$ cat config.mk
export PLATFORM = sky130hd
export DESIGN_NAME = i2c_master_transaction_top
export DESIGN_NICKNAME = d
export VERILOG_FILES = /design/src/hdl/i2cmt_pkg.sv /design/src/hdl/i2c_master_transaction_top.sv /design/src/hdl/i2cmt_front.sv /design/src/hdl/i2cmt_engine.sv
export SDC_FILE = /design/constraint.sdc
export NUM_CORES = 1
export LEC_CHECK = 0
export BUFFER_PORTS_ARGS = -buffer_cell sky130_fd_sc_hd__buf_2
export CORE_ASPECT_RATIO = 1.25
export CORE_MARGIN = 1.5
export CORE_UTILIZATION = 40
export CTS_BUF_LIST = sky130_fd_sc_hd__clkbuf_16
export DETAILED_ROUTE_END_ITERATION = 16
export HOLD_SLACK_MARGIN = 0.08
export SLEW_MARGIN = 20
export SYNTH_ARGS = -nofsm -noshare
export SYNTH_HDL_FRONTEND = slang
export SYNTH_HIERARCHICAL = 1
export SYNTH_SLANG_ARGS = --single-unit
$ cat constraint.sdc
create_clock -name clk -period 3 [get_ports clk]
set_clock_uncertainty 0.2 [all_clocks]
set_input_delay 0.9 -clock clk [delete_from_list [all_inputs] [get_ports clk]]
set_output_delay 0.9 -clock clk [all_outputs]
set_load 0.01 [all_outputs]
$ cat src/hdl/i2cmt_pkg.sv
// Shared types, constants and phase codes for the I2C master transaction controller.
`default_nettype none

package i2cmt_pkg;

	// Beat widths on the stream ports.
	localparam int IN_W  = 40;
	localparam int OUT_W = 16;

	// Width of the byte count field on the input beat.
	localparam int CNT_FIELD_W = 16;

	// Default width of the remaining-byte counter.
	localparam int COUNT_BITS_DEF = 16;

	// Entries in the queue between the front and the engine.
	localparam int QUEUE_DEPTH = 2;

	// Configuration register indexes.
	localparam logic CFG_BYTE_GAP = 1'b0;
	localparam logic CFG_END_GAP  = 1'b1;

	// Bus timing phases.
	typedef enum logic [4:0] {
		PH_IDLE    = 5'd0,
		PH_PRE0    = 5'd1,
		PH_PRE1    = 5'd2,
		PH_PRE2    = 5'd3,
		PH_ST1     = 5'd4,
		PH_ST2     = 5'd5,
		PH_ST3     = 5'd6,
		PH_SEND_LO = 5'd7,
		PH_SEND_HI = 5'd8,
		PH_SACK_LO = 5'd9,
		PH_SACK_HI = 5'd10,
		PH_GAP     = 5'd11,
		PH_WLOAD   = 5'd12,
		PH_RD_LO   = 5'd13,
		PH_RD_HI   = 5'd14,
		PH_MACK_LO = 5'd15,
		PH_MACK_HI = 5'd16,
		PH_ENDGAP  = 5'd17,
		PH_SP0     = 5'd18,
		PH_SP1     = 5'd19,
		PH_SP2     = 5'd20
	} phase_t;

	// One tick as seen by the engine.
	typedef struct packed {
		logic                   start_request;
		logic                   read_not_write;
		logic [6:0]             client_addr;
		logic [CNT_FIELD_W-1:0] byte_count;
		logic [7:0]             tx_byte;
		logic                   sda_in;
	} tick_t;

	// Head of the queue as offered to the engine.
	typedef struct packed {
		logic  valid;
		tick_t tick;
	} head_t;

endpackage

`default_nettype wire

$ cat src/hdl/i2c_master_transaction_top.sv
// Top level of the I2C master transaction controller.
// An accepted tick beat passes through the queue and then the result register on its way out.
// Throughput: one tick beat per cycle while neither side stalls; each tick takes the sequencer one step.
// A two-entry queue sits between the input side and the sequencer, and a result
// register sits on the output, so either side may stall alone.
// Reset (arst_n low) empties the queue, returns the sequencer to idle and clears
// both gap registers to zero.
`default_nettype none

module i2c_master_transaction_top
	import i2cmt_pkg::*;
#(
	parameter int COUNT_BITS = COUNT_BITS_DEF
) (
	input  wire logic             clk,
	input  wire logic             arst_n,
	input  wire logic             s_tvalid,
	output logic                  s_tready,
	// Fields from bit 0: start_request, read_not_write, client_addr[6:0],
	// byte_count[15:0], tx_byte[7:0], sda_in, zero fill.
	input  wire logic [IN_W-1:0]  s_tdata,
	output logic                  m_tvalid,
	input  wire logic             m_tready,
	// Fields from bit 0: scl_level, sda_level, sda_drive_enable, rx_byte[7:0],
	// rx_valid, tx_taken, busy_res, done_res, failed.
	output logic [OUT_W-1:0]      m_tdata,
	input  wire logic             cfg_valid,
	output logic                  cfg_ready,
	input  wire logic             cfg_index,
	input  wire logic [7:0]       cfg_data
);

	head_t       head;
	logic        pop;
	logic [7:0]  byte_gap_q;
	logic [7:0]  end_gap_q;

	// Gap registers; writes are always taken.
	assign cfg_ready = 1'b1;

	always_ff @(posedge clk or negedge arst_n) begin
		if (!arst_n) begin
			byte_gap_q <= 8'd0;
			end_gap_q  <= 8'd0;
		end else if (cfg_valid) begin
			case (cfg_index)
				CFG_BYTE_GAP: byte_gap_q <= cfg_data;
				CFG_END_GAP:  end_gap_q  <= cfg_data;
				default:      byte_gap_q <= byte_gap_q;
			endcase
		end
	end

	i2cmt_front u_front (
		.clk      (clk),
		.arst_n   (arst_n),
		.s_tvalid (s_tvalid),
		.s_tready (s_tready),
		.s_tdata  (s_tdata),
		.head     (head),
		.pop      (pop)
	);

	i2cmt_engine #(
		.COUNT_BITS (COUNT_BITS)
	) u_engine (
		.clk      (clk),
		.arst_n   (arst_n),
		.head     (head),
		.pop      (pop),
		.byte_gap (byte_gap_q),
		.end_gap  (end_gap_q),
		.m_tvalid (m_tvalid),
		.m_tready (m_tready),
		.m_tdata  (m_tdata)
	);

endmodule

`default_nettype wire

$ cat src/hdl/i2cmt_front.sv
// Input side: unpacks tick beats and queues them ahead of the engine.
`default_nettype none

module i2cmt_front
	import i2cmt_pkg::*;
(
	input  wire logic            clk,
	input  wire logic            arst_n,
	input  wire logic            s_tvalid,
	output logic                 s_tready,
	input  wire logic [IN_W-1:0] s_tdata,
	output head_t                head,
	input  wire logic            pop
);

	localparam int PTR_W = (QUEUE_DEPTH > 1) ? $clog2(QUEUE_DEPTH) : 1;
	localparam int CNT_W = $clog2(QUEUE_DEPTH + 1);

	tick_t             entry_q [QUEUE_DEPTH];
	logic [PTR_W-1:0]  wr_ptr_q;
	logic [PTR_W-1:0]  rd_ptr_q;
	logic [CNT_W-1:0]  count_q;
	tick_t             in_tick;
	logic              push;
	logic              do_pop;

	// Split the beat into its fields, lowest bits first.
	always_comb begin
		in_tick.start_request  = s_tdata[0];
		in_tick.read_not_write = s_tdata[1];
		in_tick.client_addr    = s_tdata[8:2];
		in_tick.byte_count     = s_tdata[24:9];
		in_tick.tx_byte        = s_tdata[32:25];
		in_tick.sda_in         = s_tdata[33];
	end

	assign s_tready = (count_q != CNT_W'(QUEUE_DEPTH));
	assign push     = s_tvalid && s_tready;
	assign do_pop   = pop && (count_q != '0);

	assign head.valid = (count_q != '0);
	assign head.tick  = entry_q[rd_ptr_q];

	// Queue storage; no reset needed on the payload.
	always_ff @(posedge clk) begin
		if (push) begin
			entry_q[wr_ptr_q] <= in_tick;
		end
	end

	// Queue pointers and fill count.
	always_ff @(posedge clk or negedge arst_n) begin
		if (!arst_n) begin
			wr_ptr_q <= '0;
			rd_ptr_q <= '0;
			count_q  <= '0;
		end else begin
			if (push) begin
				wr_ptr_q <= (wr_ptr_q == PTR_W'(QUEUE_DEPTH - 1)) ? '0 : wr_ptr_q + 1'b1;
			end
			if (do_pop) begin
				rd_ptr_q <= (rd_ptr_q == PTR_W'(QUEUE_DEPTH - 1)) ? '0 : rd_ptr_q + 1'b1;
			end
			case ({push, do_pop})
				2'b10:   count_q <= count_q + 1'b1;
				2'b01:   count_q <= count_q - 1'b1;
				default: count_q <= count_q;
			endcase
		end
	end

endmodule

`default_nettype wire

$ cat src/hdl/i2cmt_engine.sv
// Transaction sequencer: takes at most one bus phase step per tick and registers the result beat.
`default_nettype none

module i2cmt_engine
	import i2cmt_pkg::*;
#(
	parameter int COUNT_BITS = COUNT_BITS_DEF
) (
	input  wire logic             clk,
	input  wire logic             arst_n,
	input  wire head_t            head,
	output logic                  pop,
	input  wire logic [7:0]       byte_gap,
	input  wire logic [7:0]       end_gap,
	output logic                  m_tvalid,
	input  wire logic             m_tready,
	output logic [OUT_W-1:0]      m_tdata
);

	phase_t                  phase_q, phase_d;
	logic [3:0]              bit_q, bit_d;
	logic [7:0]              shift_q, shift_d;
	logic [COUNT_BITS-1:0]   left_q, left_d;
	logic [7:0]              gap_q, gap_d;
	logic                    dir_q, dir_d;
	logic                    fail_q, fail_d;
	logic                    out_valid_q;
	logic [OUT_W-1:0]        out_data_q;

	logic                    fire;
	logic [COUNT_BITS+CNT_FIELD_W-1:0] count_ext;
	logic [COUNT_BITS-1:0]   left_dec;
	logic                    left_zero;
	logic [3:0]              bit_inc;
	logic [7:0]              gap_dec;
	logic [7:0]              rd_shift;
	logic                    scl, sdo, drv, rxv, taken, busy, done, fail;
	logic [7:0]              rxb;

	assign fire      = head.valid && (!out_valid_q || m_tready);
	assign pop       = fire;
	assign count_ext = {{COUNT_BITS{1'b0}}, head.tick.byte_count};
	assign left_dec  = left_q - COUNT_BITS'(1);
	assign left_zero = (left_q == '0);
	assign bit_inc   = bit_q + 4'd1;
	assign gap_dec   = gap_q - 8'd1;
	assign rd_shift  = {shift_q[6:0], head.tick.sda_in};

	// Next phase and line levels for the tick at the queue head.
	always_comb begin
		phase_d = phase_q;
		bit_d   = bit_q;
		shift_d = shift_q;
		left_d  = left_q;
		gap_d   = gap_q;
		dir_d   = dir_q;
		fail_d  = fail_q;
		scl     = 1'b0;
		sdo     = 1'b1;
		drv     = 1'b0;
		rxb     = 8'd0;
		rxv     = 1'b0;
		taken   = 1'b0;
		busy    = 1'b1;
		done    = 1'b0;
		fail    = 1'b0;
		case (phase_q)
			PH_PRE0: begin
				sdo = 1'b0; drv = 1'b1; phase_d = PH_PRE1;
			end
			PH_PRE1: begin
				scl = 1'b1; sdo = 1'b0; drv = 1'b1; phase_d = PH_PRE2;
			end
			PH_PRE2: begin
				scl = 1'b1; drv = 1'b1; phase_d = PH_ST1;
			end
			PH_ST1: begin
				scl = 1'b1; drv = 1'b1; phase_d = PH_ST2;
			end
			PH_ST2: begin
				scl = 1'b1; sdo = 1'b0; drv = 1'b1; phase_d = PH_ST3;
			end
			PH_ST3: begin
				sdo = 1'b0; drv = 1'b1; bit_d = 4'd0; phase_d = PH_SEND_LO;
			end
			PH_SEND_LO: begin
				sdo = shift_q[7]; drv = 1'b1; phase_d = PH_SEND_HI;
			end
			PH_WLOAD: begin
				// Latch the next write byte and put its first bit on the line.
				shift_d = head.tick.tx_byte;
				taken   = 1'b1;
				left_d  = left_dec;
				bit_d   = 4'd0;
				sdo     = head.tick.tx_byte[7];
				drv     = 1'b1;
				phase_d = PH_SEND_HI;
			end
			PH_SEND_HI: begin
				scl     = 1'b1;
				sdo     = shift_q[7];
				drv     = 1'b1;
				shift_d = {shift_q[6:0], 1'b0};
				if (bit_inc[3]) begin
					bit_d   = 4'd0;
					phase_d = PH_SACK_LO;
				end else begin
					bit_d   = bit_inc;
					phase_d = PH_SEND_LO;
				end
			end
			PH_SACK_LO: begin
				phase_d = PH_SACK_HI;
			end
			PH_SACK_HI: begin
				// Sample the slave acknowledge and pick the next step.
				scl = 1'b1;
				if (head.tick.sda_in) begin
					fail_d  = 1'b1;
					phase_d = PH_SP0;
				end else if (left_zero) begin
					if (dir_q) begin
						phase_d = PH_SP0;
					end else if (end_gap != 8'd0) begin
						gap_d   = end_gap;
						phase_d = PH_ENDGAP;
					end else begin
						phase_d = PH_SP0;
					end
				end else begin
					bit_d = 4'd0;
					if (byte_gap != 8'd0) begin
						gap_d   = byte_gap;
						phase_d = PH_GAP;
					end else begin
						phase_d = dir_q ? PH_RD_LO : PH_WLOAD;
					end
				end
			end
			PH_GAP: begin
				gap_d = gap_dec;
				if (gap_dec == 8'd0) begin
					phase_d = dir_q ? PH_RD_LO : PH_WLOAD;
				end
			end
			PH_RD_LO: begin
				phase_d = PH_RD_HI;
			end
			PH_RD_HI: begin
				// Shift in one read bit; the eighth completes the byte.
				scl     = 1'b1;
				shift_d = rd_shift;
				if (bit_inc[3]) begin
					bit_d   = 4'd0;
					rxb     = rd_shift;
					rxv     = 1'b1;
					left_d  = left_dec;
					phase_d = PH_MACK_LO;
				end else begin
					bit_d   = bit_inc;
					phase_d = PH_RD_LO;
				end
			end
			PH_MACK_LO: begin
				drv = 1'b1; sdo = left_zero; phase_d = PH_MACK_HI;
			end
			PH_MACK_HI: begin
				// Master ACK on all but the last byte, NACK on the last.
				scl = 1'b1; drv = 1'b1; sdo = left_zero;
				if (left_zero) begin
					phase_d = PH_SP0;
				end else begin
					bit_d = 4'd0;
					if (byte_gap != 8'd0) begin
						gap_d   = byte_gap;
						phase_d = PH_GAP;
					end else begin
						phase_d = dir_q ? PH_RD_LO : PH_WLOAD;
					end
				end
			end
			PH_ENDGAP: begin
				gap_d = gap_dec;
				if (gap_dec == 8'd0) begin
					phase_d = PH_SP0;
				end
			end
			PH_SP0: begin
				sdo = 1'b0; drv = 1'b1; phase_d = PH_SP1;
			end
			PH_SP1: begin
				scl = 1'b1; sdo = 1'b0; drv = 1'b1; phase_d = PH_SP2;
			end
			PH_SP2: begin
				scl = 1'b1; drv = 1'b1; done = 1'b1; fail = fail_q; phase_d = PH_IDLE;
			end
			default: begin
				// Idle line; a start request latches the transaction.
				scl     = 1'b1;
				busy    = 1'b0;
				phase_d = PH_IDLE;
				if (head.tick.start_request) begin
					busy    = 1'b1;
					dir_d   = head.tick.read_not_write;
					left_d  = count_ext[COUNT_BITS-1:0];
					fail_d  = 1'b0;
					bit_d   = 4'd0;
					gap_d   = 8'd0;
					shift_d = {head.tick.client_addr, head.tick.read_not_write};
					phase_d = head.tick.read_not_write ? PH_ST1 : PH_PRE0;
				end
			end
		endcase
		if (!drv) begin
			sdo = 1'b1;
		end
	end

	// Sequencer state advances once per consumed tick.
	always_ff @(posedge clk or negedge arst_n) begin
		if (!arst_n) begin
			phase_q <= PH_IDLE;
			bit_q   <= 4'd0;
			shift_q <= 8'd0;
			left_q  <= '0;
			gap_q   <= 8'd0;
			dir_q   <= 1'b0;
			fail_q  <= 1'b0;
		end else if (fire) begin
			phase_q <= phase_d;
			bit_q   <= bit_d;
			shift_q <= shift_d;
			left_q  <= left_d;
			gap_q   <= gap_d;
			dir_q   <= dir_d;
			fail_q  <= fail_d;
		end
	end

	// Output register valid flag.
	always_ff @(posedge clk or negedge arst_n) begin
		if (!arst_n) begin
			out_valid_q <= 1'b0;
		end else if (fire) begin
			out_valid_q <= 1'b1;
		end else if (m_tready) begin
			out_valid_q <= 1'b0;
		end
	end

	// Output beat, lowest field first.
	always_ff @(posedge clk) begin
		if (fire) begin
			out_data_q <= {fail, done, busy, taken, rxv, rxb, drv, sdo, scl};
		end
	end

	assign m_tvalid = out_valid_q;
	assign m_tdata  = out_data_q;

endmodule

`default_nettype wire

==> impl.org <==
** Drt
- After detailed routing, the average wire length per cell comes to between 15 and 20 um.
- In this run the remaining antenna-violating nets after routing total 0.
- Dividing the detail-routed via count by the number of cells gives between 5 and 6.
- Wires add up to 17,500 um.
- Remaining DRCs :: 0
- The final route contains about 5,500 vias.
- The first detailed-routing pass ran for 5 iterations.
- Count of routing violations after the opening detailed-route iteration :: 360

** GRT
- The initial antenna violation count came to 0.
- Vias in the first global route :: 5,564
- The first global-routing pass estimated 28,700 um of wire.
- For this run the aggregate overflow at the end of global routing stands at 0.
- For this run, the total global-route usage over all layers was measured as 18.5%.
- Entering global routing, the biggest net connects 44 pins.

** Critical path
- Data arrival time of the critical path :: between 2 and 3 ns
- Critical-path cell list :: inv_1 > ha_1 > or4b_4 > nor4_4 > a21oi_1 > o311ai_4 > buf_4 > a21o_1 > o2bb2ai_1
- On the worst path, the slowest cell contributes a delay of 0.53 ns.
- Slowest CP cell :: sky130_fd_sc_hd__or4b_4
- Type of element capturing the critical path :: flip-flop
- The worst setup path is of the flip-flop to flip-flop kind.
- The critical path contains buffers and inverters numbering 2 combined.
- On the critical path the largest part of the delay comes from simple AND/OR/NAND/NOR gates.
- Of all nets on the critical path, the largest fanout is 14.
- Setup crit start kind :: flip-flop
- Data on the critical path is required at its endpoint by around 3.1 ns.

** Pwr
- Power density normalized to cell area :: 993 nW/um^2
- Across the VDD grid, the largest voltage drop is 0.000475 V.
- In this run the static leakage power is 0.00337 uW.

** Logic synthesis
- The largest total area in the synthesized netlist belongs to sky130_fd_sc_hd__edfxtp_1.
- The Yosys step of the flow raised 6 warnings.
- The synthesized netlist devotes 13.7% of its cell area to simple gates.
- The synthesized design contains about 150 register bits.
- In this run the biggest area consumer among cell types represents 33.6% of the synthesized area.
- Area of the mapped netlist :: 7500 sq um
- For this run, the register share of the synthesized area comes to 54.6%.
- Each instance of the synthesized netlist takes up on average 11.4 sq um.
- Distinct cell type count after synthesis :: 72
- By area, the combinational part of the netlist is dominated by compound AO/OA/AOI/OAI gates.
- Most used standard cells in the synthesized netlist :: sky130_fd_sc_hd__edfxtp_1 (84), sky130_fd_sc_hd__dfrtp_1 (63), sky130_fd_sc_hd__o21ai_0 (57)
- Synthesis produced a netlist with a net count of 718.
- By area the synthesized netlist is led by sky130_fd_sc_hd__edfxtp_1 (34%), sky130_fd_sc_hd__dfrtp_1 (21%), sky130_fd_sc_hd__mux2_2 (7.5%), sky130_fd_sc_hd__o21ai_0 (3.8%), sky130_fd_sc_hd__nand2_1 (2.6%).
- Yosys mapped a number of flops with a built-in enable equal to 84.
- After Yosys synthesis, XOR and XNOR cells account for 1.17% of the synthesized area.
- Dominant register cell in the synthesized netlist :: sky130_fd_sc_hd__edfxtp_1
- Number of instances in the synthesized netlist :: 659
- Synthesized-area fraction occupied by ao, oa, aoi and oai cells :: 16.1%
- Adder-cell area share of the yosys netlist :: 0.834%
- Mux cell area share after synthesis :: roughly a tenth
- Post-synth ARST share :: a little over two fifths
- Library cell with the highest instance count after synthesis :: sky130_fd_sc_hd__edfxtp_1

** Place
- OpenSTA, run right after detailed placement, puts the worst setup slack at 0.0495 ns.
- DP Cell Count :: roughly 940
- Port buffer count :: 65
- Gpl congestion :: between 0.9 and 1
- Half-perimeter wire length of the detailed placement result :: between 10,000 and 15,000 um

** Timing
- Transition time at the pin with the least slew margin :: 0.717 ns
- Final Max Slew Viols :: 0
- On the final layout, the worst hold slack is 0.271 ns.
- Max Freq :: 0.354 GHz
- Setup repair after global routing left no endpoint under its margin.
- The number of failing hold endpoints at the final stage is 0.
- In the post-route analysis, the smallest setup slack over all paths is 0.173 ns.
- Setup violations remaining at the end of the flow were counted as 0.
- Post-layout minimum cycle time :: 2.83 ns
- For the final routed database, the setup TNS stands at 0 ns.
- The worst pin sits at a relative slew slack of 52.2%.
- Fin crit share :: 94.2%

** Finish
- Of the cells placed in the final design, the portion with a size suffix greater than 1 is 26.3%.
- The number of antenna diodes in the final layout is 0.
- Area overhead of the layout relative to synthesis :: 16.1%
- Final Net Count :: 792
- The finished layout holds 973 standard cells, fillers aside.
- The multi-input combinational cells in the finished layout cover a total of roughly 3100 sq um.
- Sequential cell area :: 4100 sq um
- For this run, the share of the core covered by cells in the final layout is 47.8%.
- Number of filler instances in the final layout :: 1,613

** Run status
- The run finished with clean final reports.

** Hold path
- Type of the most critical hold path :: primary input to asynchronous set/reset pin

** Clocking
- Count of buffers added by post-CTS timing repair for setup :: 0
- Hold repair after CTS inserted 0 buffers.
- CTS HTree Levels :: 4
- Buffer depth of the longest clock path :: 2
- After clock tree synthesis, the clock-pin slew on the worst setup and hold paths is 0.06 ns.
- Clock insertion delay at the later pin of the skew report :: 0.41 ns
- Number of gates given a new drive strength after cts :: 0
- CTS tree :: built
- CTS buffer count :: 17
- CTS saw between 100 and 150 sinks.
- The tree is rooted in a sky130_fd_sc_hd__clkbuf_16.

** Floorplan
- Measured along the x axis, the die boundary spans roughly 130 um.
- Site row count :: 55
- For this configuration, the core starts out at a cell density of 41.2%.
- Y dimension of the die :: around 160 um
- Boundary pin count :: 73
- The die covers 19,600 sq um.
- Core area :: ~18,000 sq um

** Run
- Count of maximum capacitance violations :: 0
## final cells by class
type | count | area share, %
clock inverters | 14 | 1.15
repair buffers | 96 | 6.84
inverters | 16 | 0.690
multi-input cells | 455 | 36.1
well taps | 228 | 3.28
flip-flops and latches | 147 | 47.1
clock buffers | 17 | 4.88
## report_power, final
group          switching [uW]  internal [uW]  total [uW]
Combinational            1940           1490        3430
Sequential                501           2830        3330
Clock                     774           1110        1890
Total                    3210           5430        8650
## metal layers
| layer | GRT usage [%] | part of all wire (%) | wire length, um | up-vias |
|---|---|---|---|---|
| met5 | 0 | 0 | 0 | - |
| met1 | 22.3 | 41 | 7240 | 2682 |
| met4 | 8.71 | 2.7 | 471 | 0 |
| met3 | 3.16 | 4.0 | 697 | 32 |
| li1 | - | - | - | 2633 |
| met2 | 32.0 | 52 | 9100 | 158 |
## worst paths after layout
path | startpoint | to | slack (ns) | depth (start not counted)
worst max register to register | u_engine/left_q[0] | u_engine/gap_q[4] | 0.17 | 9
min in group clk | u_engine/shift_q[7] | u_engine/shift_q[7] | 0.29 | 1
worst min-delay path | arst_n | u_engine/gap_q[1] | 0.27 | 1
max in group asynchronous | arst_n | end_gap_q[7] | 1.69 | 2
worst max-delay path | u_engine/left_q[0] | u_engine/gap_q[4] | 0.17 | 9
worst min register to register | u_engine/shift_q[7] | u_engine/shift_q[7] | 0.29 | 1
## through the flow
| step | instance area, sq um | power [uW] |
|---|---|---|
| 2_1_floorplan | 7510 | 5750 |
| 3_3_place_gp | 8180 | 6660 |
| 3_5_place_dp | 8180 | 6770 |
| 4_1_cts | 8710 | 8680 |
| 5_1_grt | 8710 | 9210 |
| 6_report | 8710 | 8650 |
## state kept, by name (all words and copies together) (netlist names)
| signal | flops |
|---|---|
| byte_gap_q | 8 |
| end_gap_q | 8 |
| u_engine/bit_q | 3 |
| u_engine/dir_q | 1 |
| u_engine/fail_q | 1 |
| u_engine/gap_q | 8 |
| u_engine/left_q | 16 |
| u_engine/m_tdata | 16 |
| u_engine/m_tvalid | 1 |
| u_engine/phase_q | 5 |
| u_engine/shift_q | 8 |
| u_front/count_q | 2 |
| u_front/entry_q | 68 |
| u_front/rd_ptr_q | 1 |
| u_front/wr_ptr_q | 1 |
## worst reg2reg max path: stages (launching register included)
cell and delay (ns):
sky130_fd_sc_hd__dfrtp_1 0.40, sky130_fd_sc_hd__inv_1 0.10, sky130_fd_sc_hd__ha_1 0.21, sky130_fd_sc_hd__or4b_4 0.53, sky130_fd_sc_hd__nor4_4 0.31, sky130_fd_sc_hd__a21oi_1 0.21
sky130_fd_sc_hd__o311ai_4 0.30, sky130_fd_sc_hd__buf_4 0.22, sky130_fd_sc_hd__a21o_1 0.15, sky130_fd_sc_hd__o2bb2ai_1 0.12
## cells by family (layout without fill, tap and decap cells)
kind of cell               Yosys count  in the layout
and+or+nand+nor                    194            194
AOI/OAI and AO/OA                  182            182
DFF                                147            147
muxes                               63             63
buffers and inverters               57            143
xor gates and xnor gates            10             10
adders and majority gates            5              5
other                                1              1
## layout by cell type (no fill, tap or decap), drive strengths merged, types with 4 or more instances in the layout
cell type / count
nor4: 5
a21oi: 32
o211ai: 7
a22o: 8
and2: 12
nor2: 35
or3: 12
a21o: 9
ha: 5
nand3: 19
inv: 18
o21ai: 58
o32ai: 5
o2bb2ai: 4
nand2: 52
o22ai: 13
mux2: 60
or4: 5
nor2b: 6
clkbuf: 17
nor3: 17
a211oi: 10
nand2b: 13
buf: 96
xor2: 4
dfrtp: 63
a221oi: 6
edfxtp: 84
xnor2: 6
nor3b: 5
clkinv: 9
No activity file was read; power rests on OpenSTA's default activity.
